--- src/hw/rtl/rgb_layer_blend_unit_top_macros.svh ---
// assertion macros for the layer blend unit
// each expects clk and rst_n in the scope where it is used
`ifndef RGB_LAYER_BLEND_UNIT_TOP_MACROS_SVH
`define RGB_LAYER_BLEND_UNIT_TOP_MACROS_SVH

`ifndef SYNTHESIS

// same-cycle implication
`define RLBU_ASSERT_SAME(lbl, ante, cons, msg) \
  lbl: assert property (@(posedge clk) disable iff (!rst_n) (ante) |-> (cons)) \
    else $error(msg);

// next-cycle implication
`define RLBU_ASSERT_NEXT(lbl, ante, cons, msg) \
  lbl: assert property (@(posedge clk) disable iff (!rst_n) (ante) |=> (cons)) \
    else $error(msg);

`else

`define RLBU_ASSERT_SAME(lbl, ante, cons, msg)
`define RLBU_ASSERT_NEXT(lbl, ante, cons, msg)

`endif

`endif

--- src/hw/rtl/rlbu_pkg.sv ---
`timescale 1ns / 1ps

package rlbu_pkg;

  localparam int CHAN_W    = 8;
  localparam int NUM_LANES = 3;
  localparam int CFG_ADDR_W = 2;
  localparam int CFG_DATA_W = 8;

  // configuration register indexes
  localparam logic [CFG_ADDR_W-1:0] REG_BLEND_MODE   = 2'd0;
  localparam logic [CFG_ADDR_W-1:0] REG_SCALE_FACTOR = 2'd1;

  // blend mode codes
  localparam logic [2:0] MODE_MULTIPLY   = 3'd0;
  localparam logic [2:0] MODE_SCREEN     = 3'd1;
  localparam logic [2:0] MODE_SUBTRACT   = 3'd2;
  localparam logic [2:0] MODE_OVERLAY    = 3'd3;
  localparam logic [2:0] MODE_SCALE_RED  = 3'd4;
  localparam logic [2:0] MODE_SCALE_BLUE = 3'd5;

  // lane positions
  localparam logic [1:0] LANE_RED   = 2'd0;
  localparam logic [1:0] LANE_GREEN = 2'd1;
  localparam logic [1:0] LANE_BLUE  = 2'd2;

  // reciprocal of 255: floor(x / 255) == (x * DIV255_MUL) >> DIV255_SHIFT
  // holds for every x below 132626, enough for the doubled overlay product
  localparam int DIV255_MUL   = 131587;
  localparam int DIV255_SHIFT = 25;
  localparam int ROUND_BIAS   = 127;

  // per-lane operation
  typedef enum logic [2:0] {
    OP_MUL     = 3'd0,
    OP_SCREEN  = 3'd1,
    OP_SUB     = 3'd2,
    OP_OVERLAY = 3'd3,
    OP_SCALE   = 3'd4,
    OP_PASS    = 3'd5
  } lane_op_t;

  // pick what one lane does for the current blend mode
  function automatic lane_op_t lane_op_for(logic [2:0] mode, logic [1:0] lane);
    lane_op_t op;
    case (mode)
      MODE_MULTIPLY:   op = OP_MUL;
      MODE_SCREEN:     op = OP_SCREEN;
      MODE_SUBTRACT:   op = OP_SUB;
      MODE_OVERLAY:    op = OP_OVERLAY;
      MODE_SCALE_RED:  op = (lane == LANE_RED) ? OP_SCALE : OP_PASS;
      MODE_SCALE_BLUE: op = (lane == LANE_BLUE) ? OP_SCALE : OP_PASS;
      default:         op = OP_PASS;
    endcase
    return op;
  endfunction

endpackage

--- src/hw/rtl/rlbu_lane.sv ---
`timescale 1ns / 1ps

module rlbu_lane import rlbu_pkg::*; (
  input  logic              clk,
  input  logic              load,
  input  lane_op_t          op,
  input  logic [CHAN_W-1:0] top_ch,
  input  logic [CHAN_W-1:0] bottom_ch,
  input  logic [CHAN_W-1:0] scale,
  output logic [CHAN_W-1:0] result
);

  logic                  inv_nxt;
  logic                  dbl_nxt;
  logic [CHAN_W-1:0]     opa;
  logic [CHAN_W-1:0]     opb;
  logic [2*CHAN_W-1:0]   prod_nxt;

  logic [2*CHAN_W-1:0]   prod_r;
  logic                  inv_r;
  logic                  dbl_r;
  lane_op_t              op_r;
  logic [CHAN_W-1:0]     top_r;
  logic [CHAN_W-1:0]     bottom_r;

  logic [2*CHAN_W+1:0]   biased;
  logic [4*CHAN_W+3:0]   recip;
  logic [CHAN_W:0]       quot;
  logic [CHAN_W-1:0]     quot_sat;

  // operand selection: screen and upper overlay work on inverted channels
  always_comb begin
    inv_nxt  = (op == OP_SCREEN) || ((op == OP_OVERLAY) && bottom_ch[CHAN_W-1]);
    dbl_nxt  = (op == OP_OVERLAY);
    opa      = inv_nxt ? ~top_ch : top_ch;
    opb      = (op == OP_SCALE) ? scale : (inv_nxt ? ~bottom_ch : bottom_ch);
    prod_nxt = {{CHAN_W{1'b0}}, opa} * {{CHAN_W{1'b0}}, opb};
  end

  // product register
  always_ff @(posedge clk) begin
    if (load) begin
      prod_r   <= prod_nxt;
      inv_r    <= inv_nxt;
      dbl_r    <= dbl_nxt;
      op_r     <= op;
      top_r    <= top_ch;
      bottom_r <= bottom_ch;
    end
  end

  // rounded divide by 255 through the reciprocal
  always_comb begin
    biased   = (dbl_r ? {1'b0, prod_r, 1'b0} : {2'b00, prod_r})
               + (2*CHAN_W+2)'(ROUND_BIAS);
    recip    = {{(2*CHAN_W+2){1'b0}}, biased} * (4*CHAN_W+4)'(DIV255_MUL);
    quot     = (CHAN_W+1)'(recip >> DIV255_SHIFT);
    quot_sat = quot[CHAN_W] ? {CHAN_W{1'b1}} : quot[CHAN_W-1:0];
  end

  // final per-channel result
  always_comb begin
    case (op_r)
      OP_MUL:     result = quot_sat;
      OP_SCREEN:  result = {CHAN_W{1'b1}} - quot_sat;
      OP_OVERLAY: result = inv_r ? ({CHAN_W{1'b1}} - quot_sat) : quot_sat;
      OP_SUB:     result = (bottom_r > top_r) ? (bottom_r - top_r) : '0;
      OP_SCALE:   result = (prod_r[2*CHAN_W-1:CHAN_W] != '0) ? {CHAN_W{1'b1}}
                                                              : prod_r[CHAN_W-1:0];
      default:    result = top_r;
    endcase
  end

endmodule

--- src/hw/rtl/rgb_layer_blend_unit_top.sv ---
`timescale 1ns / 1ps
// channel | direction | tdata fields (lowest bit up)
// in_*    | request in  | top_red, top_green, top_blue, bottom_red, bottom_green, bottom_blue
// out_*   | request out | out_red, out_green, out_blue
// cfg_*   | write only  | 0 blend_mode, 1 scale_factor
//
// one pixel pair per cycle while out_tready is high; an accepted pair passes through
// the lane product register, then the merged output register
// rst_n is synchronous active low; configuration registers reset to multiply mode, gain 1
// a stalled output holds one request in the output register and one in the
// product register; input stalls only when both are full and out_tready is low

module rgb_layer_blend_unit_top import rlbu_pkg::*; (
  input  logic                    clk,
  input  logic                    rst_n,
  input  logic                    in_tvalid,
  output logic                    in_tready,
  // top_red, top_green, top_blue, bottom_red, bottom_green, bottom_blue
  input  logic [6*CHAN_W-1:0]     in_tdata,
  output logic                    out_tvalid,
  input  logic                    out_tready,
  // out_red, out_green, out_blue
  output logic [3*CHAN_W-1:0]     out_tdata,
  input  logic                    cfg_we,
  input  logic [CFG_ADDR_W-1:0]   cfg_addr,
  input  logic [CFG_DATA_W-1:0]   cfg_wdata
);

`include "rgb_layer_blend_unit_top_macros.svh"

  logic [2:0]            mode_r;
  logic [CHAN_W-1:0]     scale_r;
  logic                  s1_valid_r;
  logic                  s1_valid_nxt;
  logic                  out_valid_r;
  logic                  out_valid_nxt;
  logic [3*CHAN_W-1:0]   out_data_r;
  logic                  out_load;
  logic [CHAN_W-1:0]     lane_res [NUM_LANES];

  // configuration registers
  always_ff @(posedge clk) begin
    if (!rst_n) begin
      mode_r  <= MODE_MULTIPLY;
      scale_r <= CHAN_W'(1);
    end else if (cfg_we) begin
      case (cfg_addr)
        REG_BLEND_MODE:   mode_r  <= cfg_wdata[2:0];
        REG_SCALE_FACTOR: scale_r <= cfg_wdata[CHAN_W-1:0];
        default:          ;
      endcase
    end
  end

  // pipeline flow control
  always_comb begin
    out_load      = !out_valid_r || out_tready;
    in_tready     = !s1_valid_r || out_load;
    s1_valid_nxt  = in_tready ? in_tvalid : s1_valid_r;
    out_valid_nxt = out_load ? s1_valid_r : out_valid_r;
  end

  always_ff @(posedge clk) begin
    if (!rst_n) begin
      s1_valid_r  <= 1'b0;
      out_valid_r <= 1'b0;
    end else begin
      s1_valid_r  <= s1_valid_nxt;
      out_valid_r <= out_valid_nxt;
    end
  end

  // one lane per color channel
  for (genvar g = 0; g < NUM_LANES; g++) begin : g_lane
    rlbu_lane u_lane (
      .clk       (clk),
      .load      (in_tready),
      .op        (lane_op_for(mode_r, 2'(g))),
      .top_ch    (in_tdata[g*CHAN_W +: CHAN_W]),
      .bottom_ch (in_tdata[(g+NUM_LANES)*CHAN_W +: CHAN_W]),
      .scale     (scale_r),
      .result    (lane_res[g])
    );
  end

  // merge lane results into the output register
  always_ff @(posedge clk) begin
    if (out_load && s1_valid_r) begin
      out_data_r <= {lane_res[2], lane_res[1], lane_res[0]};
    end
  end

  assign out_tvalid = out_valid_r;
  assign out_tdata  = out_data_r;

  // checks
  `RLBU_ASSERT_SAME(a_full_blocks, s1_valid_r && out_valid_r && !out_tready, !in_tready, "input taken while pipeline full")
  `RLBU_ASSERT_NEXT(a_accept_fills, in_tvalid && in_tready, s1_valid_r, "accepted request lost at product stage")
  `RLBU_ASSERT_NEXT(a_advance, s1_valid_r && out_load, out_valid_r, "request lost at output stage")
  `RLBU_ASSERT_NEXT(a_cfg_mode, cfg_we && (cfg_addr == REG_BLEND_MODE), mode_r == $past(cfg_wdata[2:0]), "blend mode write not taken")

endmodule

--- config.mk ---
export PLATFORM = sky130hd
export DESIGN_NAME = rgb_layer_blend_unit_top
export DESIGN_NICKNAME = d
export VERILOG_FILES = /design/src/hw/rtl/rlbu_pkg.sv /design/src/hw/rtl/rlbu_lane.sv /design/src/hw/rtl/rgb_layer_blend_unit_top.sv
export VERILOG_INCLUDE_DIRS = /design/src /design/src/hw/rtl
export SDC_FILE = /design/constraint.sdc
export NUM_CORES = 1
export LEC_CHECK = 0
export BUFFER_PORTS_ARGS = -buffer_cell sky130_fd_sc_hd__buf_2
export CELL_PAD_IN_SITES_DETAIL_PLACEMENT = 0
export CELL_PAD_IN_SITES_GLOBAL_PLACEMENT = 1
export CORE_ASPECT_RATIO = 1.1
export CORE_UTILIZATION = 35
export CTS_CLUSTER_DIAMETER = 50
export CTS_CLUSTER_SIZE = 30
export DETAILED_ROUTE_END_ITERATION = 8
export GPL_TIMING_DRIVEN = 1
export HOLD_SLACK_MARGIN = 0.03
export PLACE_DENSITY_LB_ADDON = 0.1
export SLEW_MARGIN = 10
export SYNTH_ARGS = -nofsm -noshare
export SYNTH_HDL_FRONTEND = slang
export SYNTH_SLANG_ARGS = --single-unit
--- constraint.sdc ---
create_clock -name clk -period 11.39 [get_ports clk]
set_input_delay 2.278 -clock clk [delete_from_list [all_inputs] [get_ports clk]]
set_output_delay 2.278 -clock clk [all_outputs]
set_load 0.03 [all_outputs]
==> flow_summary_export.csv <==
group,metric,value,unit
sta,worst_slew_pin_slew,1.04,ns
placed_design,hpwl,54200,µm
critical_path,crit_type,"flip-flop to flip-flop",
floorplan,fp.dieW,249,µm
synthesis,synth_edf_count,134,
global_route,grt_pass1_wl,103000,µm
synthesis,async_flop_share,0,
detailed_routing,routedWlPerCell,17.9,µm
sta,slew_headroom,0.302,
critical_path,critical_path_buf_inv_count,4,
clock_network,cts_max_level,4,
floorplan,coreArea,66300,µm²
layout,fillers,6784,
sta,min_period,8.54,ns
sta,rsz0062_at_grt,"no",
clock_network,cts_buffers,17,
sta,clock_skew,0.0106,ns
synthesis,synth_commonest_cells,"ha_1 (489), inv_1 (383), nor2_1 (244), nand2_1 (170), fa_1 (144)",
detailed_routing,vias,18200,
critical_path,arrival,8.73,ns
clock_network,tritoncts,"built",
critical_path,endpoint_kind,"flip-flop",
floorplan,num_rows,99,
placed_design,gp_congestion,0.860,
clock_network,holdBufCountCts,0,
sta,setup_viol_count_final,0,
critical_path,crit_required,11.57,ns
outcome,status,"finished clean",
synthesis,syn_avg_cell_area,8.90,µm²
layout,final_nets,3376,
synthesis,synth_nets,3330,
floorplan,die_y,273,µm
clock_network,max-clock-path-buffers,2,
detailed_routing,initialDrtViolationCount,921,
critical_path,cpLargestDelayFamily,"compound AO/OA/AOI/OAI gates",
synthesis,ys_warn_count,0,
layout,area_growth,8.08,%
sta,slew_viol_final,0,
critical_path,cpMostUsedCell,"ha_1",
global_route,grt_max_degree,79,
sta,finalCritPeriodShare,0.750,
global_route,grt_usage,0.193,
floorplan,ios,89,
global_route,grt_pass1_vias,18900,
clock_network,clock_sinks,147,
synthesis,yosysMostFrequentCell,"ha_1",
clock_network,clock_latency,0.47,ns
clock_network,cts.repair.resized,0,
synthesis,netlist_area,23400,µm²
critical_path,slowest_stage,"o311ai_1",
sta,maxClockFrequency,0.117,GHz
detailed_routing,drt-pass1-iter-count,5,
floorplan,dieArea,68000,µm²
synthesis,synth.distinct_cells,95,
sta,hold_viol,0,
clock_network,clk_pin_slew_worst_paths,0.06,ns
synthesis,synth_seq_cells,147,
synthesis,ys.flop_type,"edfxtp_1",
global_route,grt_overflow_total,0,
clock_network,cts_root_buf,"clkbuf_16",
synthesis,synthTopCellsByArea,"ha_1 (26%), edfxtp_1 (17%), fa_1 (12%), inv_1 (6.1%), nor2_1 (3.9%)",
sta,setup-tns-final,0,ns
detailed_routing,viasPerCell,5.13,
global_route,antenna_found_initial,2,
critical_path,startpoint_type,"flip-flop",
min_path,hp-class,"flip-flop to flip-flop",
layout,drive_gt1_frac,0.0750,
clock_network,cts_setup_buffers,0,
synthesis,ys_seq_area_frac,0.183,
synthesis,yosysTopAreaCell,"ha_1",
synthesis,netlist_instances,2634,
detailed_routing,drc,0,
critical_path,cp_slowest_stage_delay,0.58,ns
detailed_routing,ant_nets,0,
floorplan,start_util,0.354,
detailed_routing,routed_wl,63600,µm
job,drv_cap,0,
synthesis,synth_top_cell_area_share,0.261,
placed_design,io_buffer_count,88,
critical_path,crit_fanout,28,
==> final timing paths <==
kind | from | to | slack (ns) | cells past startpoint
worst max-delay path | g_lane[1].u_lane.dbl_r | out_tdata[15] | 2.85 | 29
worst min-delay path | s1_valid_r | out_tvalid | 0.58 | 1
worst max register to register | g_lane[1].u_lane.dbl_r | out_tdata[15] | 2.85 | 29
worst min register to register | s1_valid_r | out_tvalid | 0.58 | 1
==> kinds of logic after synthesis <==
logic type	share of synthesized area
and+or+nand+nor	0.145
adders and majority gates	0.385
AOI/OAI and AO/OA	0.136
buffers and inverters	0.0763
DFF	0.183
xor gates and xnor gates	0.0549
muxes	0.0201
==> final cells by class <==
type | instances | area (µm²) | share of cell area
multi-input cells | 2029 | 17400 | 0.686
clock inverters | 14 | 176 | 0.00697
repair buffers | 99 | 523 | 0.0207
clock buffers | 18 | 429 | 0.0169
inverters | 386 | 1460 | 0.0575
flip-flops and latches | 147 | 4280 | 0.169
well taps | 858 | 1070 | 0.0424
diodes | 1 | 2.50 | 0.0000988
==> layer usage <==
layer | vias up | track usage | routed length, µm
met5 | - | 0 | 26
met4 | 4 | 0.0454 | 842
met3 | 43 | 0.0218 | 1460
met2 | 246 | 0.326 | 29500
met1 | 8746 | 0.264 | 31700
li1 | 9198 | - | -
==> metrics by stage <==
step / instances / hold WS [ns] / utilization / setup slack [ns] / cell area [µm²]
2_1_floorplan: 2634 / 0.469 / - / 3.65 / 23400
3_3_place_gp: 3519 / 0.540 / 0.373 / 2.88 / 24700
3_5_place_dp: 3519 / 0.563 / 0.373 / 2.88 / 24700
4_1_cts: 3551 / 0.577 / 0.382 / 2.82 / 25300
5_1_grt: 3551 / 0.617 / 0.382 / 2.21 / 25300
6_report: 3552 / 0.582 / 0.382 / 2.85 / 25300
==> layout by cell type (no fill, tap or decap), drive strengths merged, types with 12 or more instances in the layout <==
cell,instances
a21boi,12
a21oi,144
nor2,245
nand2,170
nor3,31
nand4,26
edfxtp,134
clkbuf,18
xnor2,79
o21ai,135
inv,390
fa,144
buf,99
xor2,67
o21a,16
and2,43
dfxtp,13
nand3,37
a211oi,20
or2,31
mux2i,40
o211ai,12
nand2b,16
nor2b,36
ha,489
a31oi,16
and3,15
a21o,41
==> sequential cells by signal (all words and copies together) (netlist names) <==
name and count:
s1_valid_r 1, g_lane.u_lane.bottom_r 24, g_lane.u_lane.top_r 24, out_tvalid 1
g_lane.u_lane.dbl_r 3, g_lane.u_lane.inv_r 3, g_lane.u_lane.prod_r 48, mode_r 3
g_lane.u_lane.op_r 8, scale_r 8, out_tdata 24
Power is left out: the tool's default activity adds up to more than one toggle a clock period on the data nets, which glitch-free logic cannot reach.
